`src/bhs_pkg.sv`:
```
package bhs_pkg;

  // Block sizing.
  localparam int CHANNELS = 2;
  localparam int PASSES   = 2;
  localparam int CH_IDX_W = (CHANNELS > 1) ? $clog2(CHANNELS) : 1;
  localparam int PASS_W   = (PASSES > 1) ? $clog2(PASSES) : 1;

  // Field and datapath widths.
  localparam int SMP_W     = 24;
  localparam int COEF_W    = 32;
  localparam int GAIN_W    = 16;
  localparam int Q24_W     = 32;
  localparam int OP_A_W    = 33;
  localparam int OP_B_W    = 32;
  localparam int PROD_W    = OP_A_W + OP_B_W;
  localparam int ACC_W     = 48;
  localparam int QUO_W     = 23;
  localparam int CFG_IDX_W = 3;

  // Product alignment: Q.35 gain product down to Q8.24, and Q.52 down to Q.32.
  localparam int GAIN_SHIFT = 11;
  localparam int PROD_SHIFT = 20;
  localparam int SUM_SHIFT  = 8;

  // History clamp at +-100.0 in Q8.24.
  localparam logic signed [Q24_W-1:0] HIST_MAX = 32'sd1677721600;

  // Configuration register indexes.
  typedef enum logic [CFG_IDX_W-1:0] {
    REG_COEF_A1    = 3'd0,
    REG_COEF_A2    = 3'd1,
    REG_COEF_A3    = 3'd2,
    REG_COEF_B1    = 3'd3,
    REG_COEF_B2    = 3'd4,
    REG_DRIVE_GAIN = 3'd5
  } cfg_reg_t;

  // Sequencer states.
  typedef enum logic [3:0] {
    ST_IDLE,
    ST_GAIN,
    ST_XCAP,
    ST_P1,
    ST_P2,
    ST_P3,
    ST_SUM,
    ST_UPD,
    ST_DIV,
    ST_OUT
  } state_t;

  // Accumulator control for the shared multiply unit.
  typedef struct packed {
    logic acc_load;
    logic acc_add;
  } mac_ctl_t;

endpackage

```
`src/biquad_highpass_softclip.sv`:
```
// Highpass biquad with drive and soft clip. Each input item carries a Q1.23
// sample and a channel number; the sample is scaled by drive_gain and then
// run through the second-order recursion PASSES times against that channel's
// output history, and the highpass value of the last pass is soft clipped to
// hp/(1+|hp|). From one acceptance to the earliest next one an item runs
// through these steps: acceptance, the gain product on the shared 33x32
// multiplier, per pass its three products, the 23 steps of the radix-2
// divider for the soft clip and its report, and the load of the output
// register. The finished result waits in the output register, so the next
// item is taken while it is held; a result still held when the next one is
// finished stalls the sequencer until it leaves. Coefficients are to be
// written only while idle; the user is bound to this, the block does not enforce it.
module biquad_highpass_softclip (
  input  logic                              clk,
  input  logic                              rst_n,
  // Input stream.
  input  logic                              in_tvalid,
  output logic                              in_tready,
  input  logic [23:0]                       in_tdata,   // [23:0] in_sample
  input  logic [0:0]                        in_tuser,   // [0] channel
  // Result stream.
  output logic                              out_tvalid,
  input  logic                              out_tready,
  output logic [23:0]                       out_tdata,  // [23:0] out_sample
  output logic [0:0]                        out_tuser,  // [0] out_channel
  // Configuration write port.
  input  logic                              cfg_we,
  input  logic [bhs_pkg::CFG_IDX_W-1:0]     cfg_index,
  input  logic [31:0]                       cfg_wdata
);

  localparam int CW = bhs_pkg::CH_IDX_W;
  localparam int QW = bhs_pkg::Q24_W;

  bhs_pkg::state_t state_r, state_nxt;

  // Configuration registers.
  logic signed [bhs_pkg::COEF_W-1:0] coef_a1_r, coef_a2_r, coef_a3_r, coef_b1_r, coef_b2_r;
  logic [bhs_pkg::GAIN_W-1:0]        drive_gain_r;

  // Per-item registers.
  logic signed [bhs_pkg::SMP_W-1:0]  smp_r;
  logic                              ch_in_r;
  logic [CW-1:0]                     ch_idx_r;
  logic [CW-1:0]                     ch_idx_nxt;
  logic signed [QW-1:0]              x_r;
  logic signed [QW-1:0]              hp_r;
  logic [bhs_pkg::PASS_W-1:0]        pass_r;
  logic                              last_pass;

  // Channel history.
  logic signed [QW-1:0] hist_one_r [bhs_pkg::CHANNELS];
  logic signed [QW-1:0] hist_two_r [bhs_pkg::CHANNELS];

  // Output register.
  logic                              out_tvalid_r;
  logic [23:0]                       out_tdata_r;
  logic                              out_tuser_r;

  // Shared unit connections.
  logic signed [bhs_pkg::OP_A_W-1:0] op_a;
  logic signed [bhs_pkg::OP_B_W-1:0] op_b;
  bhs_pkg::mac_ctl_t                 mac_ctl;
  logic signed [bhs_pkg::PROD_W-1:0] prod;
  logic signed [bhs_pkg::ACC_W-1:0]  acc;
  logic                              div_start;
  logic                              div_done;
  logic [bhs_pkg::QUO_W-1:0]         quot;
  logic [31:0]                       hp_mag;

  // Datapath values.
  logic signed [bhs_pkg::OP_A_W-1:0] d1, d2;
  logic signed [QW-1:0]              y1, y2;
  logic signed [bhs_pkg::ACC_W-1:0]  s_wide;
  logic signed [QW-1:0]              s_sat;
  logic signed [QW:0]                hp_wide;
  logic signed [QW-1:0]              hp_sat;
  logic signed [QW-1:0]              hist_new;
  logic signed [bhs_pkg::PROD_W-1:0] x_round;
  logic [23:0]                       result;
  logic                              in_accept;
  logic                              out_load;

  function automatic logic signed [bhs_pkg::OP_A_W-1:0] OP_A_W_EXT(
    input logic signed [bhs_pkg::COEF_W-1:0] v);
    OP_A_W_EXT = bhs_pkg::OP_A_W'(v);
  endfunction

  assign in_accept = in_tvalid && in_tready;
  assign last_pass = pass_r == bhs_pkg::PASS_W'(bhs_pkg::PASSES - 1);

  // Channels past the last one share the last history pair.
  assign ch_idx_nxt = (32'(in_tuser[0]) < bhs_pkg::CHANNELS) ?
                      CW'(in_tuser[0]) : CW'(bhs_pkg::CHANNELS - 1);

  // Exact coefficient differences and the current history pair.
  assign d1 = OP_A_W_EXT(coef_a2_r) - OP_A_W_EXT(coef_b1_r);
  assign d2 = OP_A_W_EXT(coef_a3_r) - OP_A_W_EXT(coef_b2_r);
  assign y1 = hist_one_r[ch_idx_r];
  assign y2 = hist_two_r[ch_idx_r];

  // Operand selection for the shared multiplier.
  always_comb begin
    unique case (state_r)
      bhs_pkg::ST_GAIN: begin
        op_a = bhs_pkg::OP_A_W'(smp_r);
        op_b = $signed({16'd0, drive_gain_r});
      end
      bhs_pkg::ST_P1: begin
        op_a = OP_A_W_EXT(coef_a1_r);
        op_b = x_r;
      end
      bhs_pkg::ST_P2: begin
        op_a = d1;
        op_b = y1;
      end
      bhs_pkg::ST_P3: begin
        op_a = d2;
        op_b = y2;
      end
      default: begin
        op_a = '0;
        op_b = '0;
      end
    endcase
  end

  // Gain product rounded half up to Q8.24.
  assign x_round = (prod + bhs_pkg::PROD_W'(1 << (bhs_pkg::GAIN_SHIFT - 1)))
                   >>> bhs_pkg::GAIN_SHIFT;

  // Recursion output: round, saturate, form highpass and history value.
  assign s_wide = (acc + bhs_pkg::ACC_W'(1 << (bhs_pkg::SUM_SHIFT - 1)))
                  >>> bhs_pkg::SUM_SHIFT;

  always_comb begin
    if (s_wide > bhs_pkg::ACC_W'(32'sh7fffffff)) begin
      s_sat = 32'sh7fffffff;
    end else if (s_wide < -bhs_pkg::ACC_W'(33'sh080000000)) begin
      s_sat = 32'sh80000000;
    end else begin
      s_sat = QW'(s_wide);
    end
  end

  assign hp_wide = (QW + 1)'(x_r) - (QW + 1)'(s_sat);

  always_comb begin
    if (hp_wide > (QW + 1)'(32'sh7fffffff)) begin
      hp_sat = 32'sh7fffffff;
    end else if (hp_wide < -(QW + 1)'(33'sh080000000)) begin
      hp_sat = 32'sh80000000;
    end else begin
      hp_sat = QW'(hp_wide);
    end
  end

  always_comb begin
    if (s_sat > bhs_pkg::HIST_MAX) begin
      hist_new = bhs_pkg::HIST_MAX;
    end else if (s_sat < -bhs_pkg::HIST_MAX) begin
      hist_new = -bhs_pkg::HIST_MAX;
    end else begin
      hist_new = s_sat;
    end
  end

  // Magnitude for the soft clip; the most negative value maps to 2^31.
  assign hp_mag = hp_sat[QW-1] ? 32'(-hp_sat) : 32'(hp_sat);

  // Sign goes back on after the truncated quotient.
  assign result = hp_r[QW-1] ? 24'(-{1'b0, quot}) : 24'({1'b0, quot});

  // Next state.
  always_comb begin
    state_nxt = state_r;
    unique case (state_r)
      bhs_pkg::ST_IDLE: if (in_accept) state_nxt = bhs_pkg::ST_GAIN;
      bhs_pkg::ST_GAIN: state_nxt = bhs_pkg::ST_XCAP;
      bhs_pkg::ST_XCAP: state_nxt = bhs_pkg::ST_P1;
      bhs_pkg::ST_P1:   state_nxt = bhs_pkg::ST_P2;
      bhs_pkg::ST_P2:   state_nxt = bhs_pkg::ST_P3;
      bhs_pkg::ST_P3:   state_nxt = bhs_pkg::ST_SUM;
      bhs_pkg::ST_SUM:  state_nxt = bhs_pkg::ST_UPD;
      bhs_pkg::ST_UPD:  state_nxt = last_pass ? bhs_pkg::ST_DIV : bhs_pkg::ST_P1;
      bhs_pkg::ST_DIV:  if (div_done) state_nxt = bhs_pkg::ST_OUT;
      bhs_pkg::ST_OUT:  if (!out_tvalid_r || out_tready) state_nxt = bhs_pkg::ST_IDLE;
      default:          state_nxt = bhs_pkg::ST_IDLE;
    endcase
  end

  // Sequencer outputs.
  always_comb begin
    in_tready        = state_r == bhs_pkg::ST_IDLE;
    mac_ctl.acc_load = state_r == bhs_pkg::ST_P2;
    mac_ctl.acc_add  = (state_r == bhs_pkg::ST_P3) || (state_r == bhs_pkg::ST_SUM);
    div_start        = (state_r == bhs_pkg::ST_UPD) && last_pass;
    out_load         = (state_r == bhs_pkg::ST_OUT) && (!out_tvalid_r || out_tready);
  end

  // Control registers: state, pass count, output valid, configuration.
  always_ff @(posedge clk) begin
    if (!rst_n) begin
      state_r      <= bhs_pkg::ST_IDLE;
      pass_r       <= '0;
      out_tvalid_r <= 1'b0;
      coef_a1_r    <= '0;
      coef_a2_r    <= '0;
      coef_a3_r    <= '0;
      coef_b1_r    <= '0;
      coef_b2_r    <= '0;
      drive_gain_r <= 16'd4096;
    end else begin
      state_r <= state_nxt;
      if (state_r == bhs_pkg::ST_XCAP) begin
        pass_r <= '0;
      end else if (state_r == bhs_pkg::ST_UPD) begin
        pass_r <= pass_r + 1'b1;
      end
      if (out_load) begin
        out_tvalid_r <= 1'b1;
      end else if (out_tready) begin
        out_tvalid_r <= 1'b0;
      end
      if (cfg_we) begin
        unique case (bhs_pkg::cfg_reg_t'(cfg_index))
          bhs_pkg::REG_COEF_A1:    coef_a1_r    <= cfg_wdata;
          bhs_pkg::REG_COEF_A2:    coef_a2_r    <= cfg_wdata;
          bhs_pkg::REG_COEF_A3:    coef_a3_r    <= cfg_wdata;
          bhs_pkg::REG_COEF_B1:    coef_b1_r    <= cfg_wdata;
          bhs_pkg::REG_COEF_B2:    coef_b2_r    <= cfg_wdata;
          bhs_pkg::REG_DRIVE_GAIN: drive_gain_r <= cfg_wdata[bhs_pkg::GAIN_W-1:0];
          default: ;
        endcase
      end
    end
  end

  // Channel history, cleared by reset and shifted once per pass.
  always_ff @(posedge clk) begin
    if (!rst_n) begin
      for (int i = 0; i < bhs_pkg::CHANNELS; i++) begin
        hist_one_r[i] <= '0;
        hist_two_r[i] <= '0;
      end
    end else if (state_r == bhs_pkg::ST_UPD) begin
      hist_two_r[ch_idx_r] <= hist_one_r[ch_idx_r];
      hist_one_r[ch_idx_r] <= hist_new;
    end
  end

  // Payload registers.
  always_ff @(posedge clk) begin
    if (in_accept) begin
      smp_r    <= $signed(in_tdata);
      ch_in_r  <= in_tuser[0];
      ch_idx_r <= ch_idx_nxt;
    end
    if (state_r == bhs_pkg::ST_XCAP) begin
      x_r <= QW'(x_round);
    end
    if (state_r == bhs_pkg::ST_UPD) begin
      hp_r <= hp_sat;
    end
    if (out_load) begin
      out_tdata_r <= result;
      out_tuser_r <= ch_in_r;
    end
  end

  bhs_mac u_mac (
    .clk  (clk),
    .op_a (op_a),
    .op_b (op_b),
    .ctl  (mac_ctl),
    .prod (prod),
    .acc  (acc)
  );

  bhs_div u_div (
    .clk   (clk),
    .rst_n (rst_n),
    .start (div_start),
    .mag   (hp_mag),
    .done  (div_done),
    .quot  (quot)
  );

  assign out_tvalid   = out_tvalid_r;
  assign out_tdata    = out_tdata_r;
  assign out_tuser[0] = out_tuser_r;

  // The divider only reports while the sequencer waits for it.
  a_div_done_in_div: assert property (@(posedge clk) disable iff (!rst_n)
    div_done |-> state_r == bhs_pkg::ST_DIV)
    else $error("divider finished outside the division phase");

  // A soft-clipped result never reaches minus one.
  a_out_below_one: assert property (@(posedge clk) disable iff (!rst_n)
    out_tvalid |-> out_tdata != 24'h800000)
    else $error("soft clip produced full-scale output");

  // The stored history always stays within the clamp.
  a_hist_clamped: assert property (@(posedge clk) disable iff (!rst_n)
    state_r == bhs_pkg::ST_UPD |=>
      (hist_one_r[ch_idx_r] <= bhs_pkg::HIST_MAX) &&
      (hist_one_r[ch_idx_r] >= -bhs_pkg::HIST_MAX))
    else $error("history value outside the clamp");

  // An accepted item takes the input side busy at once.
  a_busy_after_accept: assert property (@(posedge clk) disable iff (!rst_n)
    in_accept |=> !in_tready)
    else $error("input ready while an item is being processed");

endmodule

```
`src/bhs_mac.sv`:
```
module bhs_mac (
  input  logic                                   clk,
  input  logic signed [bhs_pkg::OP_A_W-1:0]      op_a,
  input  logic signed [bhs_pkg::OP_B_W-1:0]      op_b,
  input  bhs_pkg::mac_ctl_t                      ctl,
  output logic signed [bhs_pkg::PROD_W-1:0]      prod,
  output logic signed [bhs_pkg::ACC_W-1:0]       acc
);

  logic signed [bhs_pkg::PROD_W-1:0] prod_r;
  logic signed [bhs_pkg::ACC_W-1:0]  acc_r;
  logic signed [bhs_pkg::ACC_W-1:0]  term;

  // The product of the previous cycle, floored to Q.32.
  assign term = bhs_pkg::ACC_W'(prod_r >>> bhs_pkg::PROD_SHIFT);

  // Registered multiplier followed by the accumulator.
  always_ff @(posedge clk) begin
    prod_r <= op_a * op_b;
    if (ctl.acc_load) begin
      acc_r <= term;
    end else if (ctl.acc_add) begin
      acc_r <= acc_r + term;
    end
  end

  assign prod = prod_r;
  assign acc  = acc_r;

endmodule

```
`src/bhs_div.sv`:
```
module bhs_div (
  input  logic                           clk,
  input  logic                           rst_n,
  input  logic                           start,
  input  logic [31:0]                    mag,
  output logic                           done,
  output logic [bhs_pkg::QUO_W-1:0]      quot
);

  localparam int CNT_W = $clog2(bhs_pkg::QUO_W);

  logic                        busy_r;
  logic                        done_r;
  logic [CNT_W-1:0]            cnt_r;
  logic [32:0]                 rem_r;
  logic [32:0]                 den_r;
  logic [bhs_pkg::QUO_W-1:0]   quot_r;
  logic [33:0]                 trial;
  logic                        fits;

  // One restoring step: shift in a zero numerator bit and try the subtract.
  assign trial = {rem_r, 1'b0};
  assign fits  = trial >= {1'b0, den_r};

  // Control: the quotient is known to stay below 2^23, so 23 steps suffice.
  always_ff @(posedge clk) begin
    if (!rst_n) begin
      busy_r <= 1'b0;
      done_r <= 1'b0;
      cnt_r  <= '0;
    end else begin
      done_r <= 1'b0;
      if (start) begin
        busy_r <= 1'b1;
        cnt_r  <= '0;
      end else if (busy_r) begin
        cnt_r <= cnt_r + 1'b1;
        if (cnt_r == CNT_W'(bhs_pkg::QUO_W - 1)) begin
          busy_r <= 1'b0;
          done_r <= 1'b1;
        end
      end
    end
  end

  // Datapath: divide mag * 2^23 by 2^24 + mag.
  always_ff @(posedge clk) begin
    if (start) begin
      rem_r  <= {1'b0, mag};
      den_r  <= 33'(mag) + 33'h1000000;
      quot_r <= '0;
    end else if (busy_r) begin
      rem_r  <= fits ? 33'(trial - {1'b0, den_r}) : 33'(trial);
      quot_r <= {quot_r[bhs_pkg::QUO_W-2:0], fits};
    end
  end

  assign done = done_r;
  assign quot = quot_r;

  // A new division is never started on top of one in flight.
  a_no_restart: assert property (@(posedge clk) disable iff (!rst_n)
    start |-> !busy_r)
    else $error("divider restarted while busy");

endmodule
```
`config.mk`:
```
export PLATFORM = sky130hd
export DESIGN_NAME = biquad_highpass_softclip
export DESIGN_NICKNAME = d
export VERILOG_FILES = /design/src/bhs_pkg.sv /design/src/biquad_highpass_softclip.sv /design/src/bhs_mac.sv /design/src/bhs_div.sv
export SDC_FILE = /design/constraint.sdc
export NUM_CORES = 2
export LEC_CHECK = 0
export ABC_AREA = 1
export BUFFER_PORTS_ARGS = -buffer_cell sky130_fd_sc_hd__buf_2
export CAP_MARGIN = 10
export CORE_MARGIN = 4
export CORE_UTILIZATION = 55
export CTS_CLUSTER_SIZE = 25
export DETAILED_ROUTE_END_ITERATION = 12
export PLACE_DENSITY = 0.74
export SYNTH_ARGS = -nofsm -noshare
export SYNTH_HDL_FRONTEND = slang
export SYNTH_SLANG_ARGS = --single-unit
```
`constraint.sdc`:
```
create_clock -name clk -period 10.2 [get_ports clk]
set_clock_uncertainty 0.1 [all_clocks]
set_input_delay 0.51 -clock clk [delete_from_list [all_inputs] [get_ports clk]]
set_output_delay 0.51 -clock clk [all_outputs]
set_load 0.02 [all_outputs]
```
# Word level (Yosys, flattened, before mapping)
# Memories as Yosys holds them, arrays and structs flattened. A register that Yosys moved wholly into a read port is not among the register bits.
# Index checks and enable logic that the tools add are counted.
# totals
ramBits	128
output_inout_bits	27
register_bits	505
inputBits	65
mem_count	2
# mem_list
name	words	word_bits	rd	rd_clocked_by_memory_dff	write_ports	line	rtl
hist_one_r	2	32	1	1	2	biquad_highpass_softclip.sv:52	logic signed [QW-1:0] hist_one_r [bhs_pkg::CHANNELS];
hist_two_r	2	32	1	1	2	biquad_highpass_softclip.sv:53	logic signed [QW-1:0] hist_two_r [bhs_pkg::CHANNELS];
# op_classes
multipliers	1
reduce_logical	23
bitwise	2
n_eq_ne	18
addsub	12
mux	38
n_lt_le_gt_ge	7
# ops
cell	n
32-bit 2-to-1 mux	11
33-bit case mux with 4 select lines	1
32-bit case mux with 4 select lines	1
32-bit by 32-bit subtractor with 33-bit output	3
48-bit 2-to-1 mux	2
33-bit by 32-bit multiplier with 65-bit output	1
32-bit OR reduction	2
48-bit by 45-bit adder with 48-bit output	1
48-bit by 9-bit adder with 48-bit output, second input constant	1
43-bit by 12-bit adder with 43-bit output, second input constant	1
40-bit by 32-bit > comparator with 1-bit output, second input constant	1
40-bit by 32-bit less-than comparator with 1-bit output, second input constant	1
4-bit case mux with 10 select lines	1
34-bit by 33-bit >= comparator with 1-bit output	1
32-bit by 25-bit adder with 33-bit output, second input constant	1
33-bit by 32-bit > comparator with 1-bit output, second input constant	1
33-bit by 32-bit less-than comparator with 1-bit output, second input constant	1
33-bit 2-to-1 mux	1
33-bit subtractor	1
32-bit > comparator, second input constant	1
32-bit less-than comparator, second input constant	1
32-bit negation	1
23-bit negation with 24-bit output	1
23-bit 2-to-1 mux	1
25 further kinds	63

# Depth between registers and ports, before layout
# logic_depth
ltp_word	11
mapped_depth	54

# By module
# Synthesis repeated with hierarchy kept, for this count alone.
# hier_totals
cells_unflattened	10860
hier_area_um2	79642.6
# modules_own_cells
mod	n_inst	area_per_inst_um2	cells_each
bhs_mac	1	47996.0	6446
biquad_highpass_softclip	1	24722.5	3402
bhs_div	1	6924.1	1012

# Least setup slack after synthesis
# No wires, ideal clock.
# synth_timing
path_type	register to register
start	register coef_a3_r[0] in the netlist's numbering
end	register u_mac.prod_r, in the netlist u_mac.prod[64]
setup_ps	112
period_less_slack_ps	9555
arrival_time_ps	9343
path_buffers	1
setup_slack_ps	645
stages_incl_launch_ff	43
required_ps	9988
path_cell_list	dfxtp_1 inv_1 ha_1 inv_1 fa_1 nand3_1 nand3_1 nand2_1 nand2_1 a21oi_1 nor2_1 o21ai_0 nand2_1 nand3_1 nand2_1 nand2_1 nand2_1 a21oi_1 (+7 left out) fa_1 inv_1 fa_1 inv_1 fa_1 fa_1 fa_1 fa_1 ha_1 a21oi_1 o21a_1 inv_1 a21oi_1 o21ai_0 a2111oi_0 nand2_1 nand2_1 nand2_1
# synth_via
elab_chain_len	3
# synth_rtl
element	line	rtl
start, declared	biquad_highpass_softclip.sv:38	logic signed [bhs_pkg::COEF_W-1:0] coef_a1_r, coef_a2_r, coef_a3_r, coef_b1_r, coef_b2_r;
start signal, assigned	biquad_highpass_softclip.sv:229	bhs_pkg::REG_COEF_A3: coef_a3_r <= cfg_wdata;
32-bit by 32-bit subtractor with 33-bit output	biquad_highpass_softclip.sv:98	assign d2 = OP_A_W_EXT(coef_a3_r) - OP_A_W_EXT(coef_b2_r);
33-bit case mux with 4 select lines	biquad_highpass_softclip.sv:104	unique case (state_r)
33-bit by 32-bit multiplier with 65-bit output	bhs_mac.sv:19	prod_r <= op_a * op_b;
end signal, assigned	bhs_mac.sv:19	
end, declared	bhs_mac.sv:10	logic signed [bhs_pkg::PROD_W-1:0] prod_r;
# Every way passes these cells.
# A chain may end at the register's enable or synchronous reset.

# Final worst setup path
# layout_timing
start	register coef_a3_r[0] in the netlist's numbering
end	register u_mac.prod_r, in the netlist u_mac.prod[60]
# The elaborated chain is that of the path after synthesis.

==> flow_summary_export.csv <==
group,metric,value,unit
synthesis,ys_seq_area_frac,0.201,
cells_and_area,finalNonFillerCells,11700,
global_routing,grt_max_degree,101,
critical_path,worst_ep_required_time,10.63,ns
place,hpwl,196000,µm
synthesis,synth_flop_cell,"edfxtp_1",
floorplanning,core-area,136000,µm²
detailed_routing,drt_iter0_drc,5973,
global_routing,use_met2,0.570,
sta,max_slew_margin,0.268,
floorplanning,die_w,378,µm
sta,hold_viol_final,0,
synthesis,yosys_register_bits,593,
sta,fin_setup_tns,0,ns
clocking,clkTransAtPathRegs,0.06,ns
sta,period_share,0.957,
detailed_routing,wire_per_inst,20.7,µm
run_status,run_status,"complete, no violations",
critical_path,crit_path_top_delay_cell,"fa_1",
detailed_routing,drt-vias-per-instance,5.50,
place,pre_cts_ws,0.0890,ns
floorplanning,die-height,378,µm
sta,min_period,9.77,ns
critical_path,cp-startpoint,"coef_a3_r[0]",
sta,drv_slew,0,
cells_and_area,fin_util,0.613,
clocking,clockBufferDepth,3,
clocking,clock_latency,0.66,ns
sta,worstMarginPinSlew,1.10,ns
clocking,cts_sinks,593,
synthesis,syn_inst,9662,
cells_and_area,nNetsFinal,11400,
synthesis,synth_area_leaders,"fa_1 30%, edfxtp_1 13%, inv_1 11%, nand2_1 11%, dfxtp_1 7.2%",
detailed_routing,routed_wl,242000,µm
detailed_routing,firstDrtPassIters,9,
hold_path,min_delay_worst_endpoint,"coef_a3_r[25]",
cells_and_area,drive_gt1_frac,0.0853,
floorplanning,die_area,143000,µm²
synthesis,synth_edf_count,324,
hold_path,min_path_cells,3,
pwr,total_power,12.0,mW
run,max_cap_viol_count,0,
global_routing,top_usage_layer,"met2",
place,port_buffers,91,
critical_path,rr_endpoint,"u_mac.prod[60]",
cells_and_area,final_area,83100,µm²
synthesis,syn_nets,11200,
critical_path,worstPathMaxFanout,21,
critical_path,arrival,10.20,ns
global_routing,antenna_found_initial,5,
global_routing,grt.total_usage,0.340,
synthesis,postSynth.asyncResetShare,0,
sta,holdWs,0.0527,ns
place,dpl_cell_area,79800,µm²
sta,max_freq,102,MHz
hold_path,hold_path.class,"input pin to register",
hold_path,hp-start,"cfg_wdata[25]",
synthesis,syn_area,75300,µm²
critical_path,path_common_cell,"nand2_1",
detailed_routing,drc,0,
critical_path,ff2ff_setup_slack,0.43,ns
clocking,ctsRootBufferMaster,"clkbuf_16",
clocking,cts_tree,"yes",
critical_path,r2r-start,"coef_a3_r[0]",
floorplanning,initial_core_util,0.555,
synthesis,syn_avg_cell_area,7.79,µm²
pwr,p_leak,44.2,nW
place,gp_congestion,1.02,
critical_path,cp-start-kind,"register",
global_routing,grt_pass1_wl,374000,µm
global_routing,globalRouteOverflowTotal,0,
pwr,irDropWorstVdd,0.000123,V
critical_path,cp-end-kind,"register",
synthesis,yosysTopAreaCell,"fa_1",
floorplanning,rows,135,
critical_path,slowest_delay,0.60,ns
place,place_inst,11500,
global_routing,met1_usage,0.432,
floorplanning,top_level_ports,92,
global_routing,grtUsageMet3,0.0568,
detailed_routing,drtAntennaViolNets,0,
synthesis,synth.distinct_cells,72,
synthesis,yosysWarnings,0,
detailed_routing,vias,64400,
critical_path,worst-r2r-cell-count,45,
clocking,cts_max_level,3,
critical_path,critPathKind,"register to register",
clocking,numCtsBuffers,67,
synthesis,netlist.area_leader.share,0.297,
pwr,power_density,144,nW/µm²
global_routing,grt_pass1_vias,66100,
sta,setup_ws,0.435,ns
sta,finalSetupViolations,0,
cells_and_area,syn_to_final_growth,10.5,%
==> cells in the mapped netlist, types with 6 or more instances <==
cell and number:
o211ai_1 26, clkbuf_1 300, a31oi_1 46, o22ai_1 6, nand2_4 9, nand3_1 196, a21o_1 10, edfxtp_1 324
o21ai_0 459, buf_2 19, nand2_2 29, o2111ai_1 10, buf_6 6, inv_1 2289, a22o_1 17, xor2_1 162
mux2i_1 30, nor2_2 12, nand3_2 30, o31ai_1 9, nand4_1 68, o21ai_1 18, o21a_1 19, nor2_1 852
nor3_1 71, o21bai_1 16, a21oi_1 443, buf_1 18, xnor2_1 86, inv_2 19, a22oi_1 23, o221ai_1 8
fa_1 1116, dfxtp_1 269, ha_1 366, nand2_1 2153, or2_2 32, nor4_1 22
==> final cells by class <==
| type | count | area, µm² |
|---|---|---|
| Clock buffer | 90 | 1840 |
| Clock inverter | 34 | 452 |
| Tap cell | 1781 | 2230 |
| Timing Repair Buffer | 480 | 4020 |
| Fill cell | 12100 | 52500 |
| Multi-Input combinational cell | 6411 | 50800 |
| Antenna cell | 6 | 15.0 |
| Sequential cell | 593 | 15100 |
| Inverter | 2313 | 8680 |
==> per-layer routing <==
layer | vias to the layer above | wire length, µm | share of wire
met4 | 0 | 15100 | 0.062
met3 | 694 | 20200 | 0.083
li1 | 29600 | - | -
met2 | 2835 | 114000 | 0.47
met5 | - | 0 | 0
met1 | 31300 | 93600 | 0.39
==> state kept, by name, summed over array words and instances (netlist names), 32 cells and up, named ones only <==
| register | flops |
|---|---|
| hist_one_r | 64 |
| u_div.den_r | 33 |
| u_mac.acc | 48 |
| coef_a2_r | 32 |
| coef_a1_r | 32 |
| u_div.rem_r | 33 |
| coef_a3_r | 32 |
| hist_two_r | 64 |
| u_mac.prod | 55 |
| x_r | 32 |
| coef_b2_r | 32 |
| coef_b1_r | 32 |
==> cell usage in the layout, fill, tap and decap left out, drive strengths merged, types with 5 or more instances in the layout <==
master / instances
a21oi: 447
o31ai: 9
a221oi: 5
bufinv: 7
nor3: 76
nand2: 2192
nor4: 24
edfxtp: 324
dlygate4sd3: 25
o211ai: 26
xor2: 163
clkbuf: 95
clkinv: 22
a31oi: 46
ha: 366
buf: 450
o21ai: 478
diode: 6
o2111ai: 10
or2: 32
mux2i: 30
dfxtp: 269
o21bai: 16
o221ai: 8
a22oi: 23
inv: 2314
nand4: 69
a22o: 17
a21o: 10
xnor2: 86
fa: 1116
o22ai: 6
nor2: 869
nand3: 226
o21a: 19
o41ai: 5
==> power breakdown <==
group | switching (mW) | internal (mW)
clock network | 1.06 | 1.47
registers | 0.238 | 2.82
logic | 4.13 | 2.25
total | 5.42 | 6.54
==> worst max-delay path, delay by kind of cell (launching register included) <==
family	cells	cell delay, ns
compound gates	7	1.29
buf+inv	12	1.46
fa+ha+maj	11	5.15
simple gates	15	1.37
flops	1	0.30
==> cells by family (layout without fill, tap and decap cells) <==
kind of cell,after synthesis,count (layout),share of synthesized area
and+or+nand+nor,3498,3498,0.190
AOI/OAI and AO/OA,1151,1151,0.0849
xor gates and xnor gates,249,249,0.0291
adders and majority gates,1482,1482,0.358
other,1,7,0.0000498
muxes,30,30,0.00399
buffers and inverters,2658,2917,0.134
DFF,593,593,0.201
==> worst max path at each step <==
| stage | to | slack, ns |
|---|---|---|
| 2_1_floorplan | u_mac.prod[64] | 0.64 |
| 3_3_place_gp | u_mac.prod[49] | 0.09 |
| 3_5_place_dp | u_mac.prod[49] | 0.09 |
| 4_1_cts | u_mac.prod[49] | 0.08 |
| 5_1_grt | u_mac.prod[53] | -0.05 |
| 6_report | u_mac.prod[60] | 0.43 |
==> what timing repair did <==
item / in CTS / in global routing
endpoints found under the setup margin: 0 / 40
gates resized for setup: 0 / 141
hold buffers: 25 / 0
setup buffers: 0 / 15
hold endpoints to repair: 25 / 0
(Power assumes the default switching activity.)
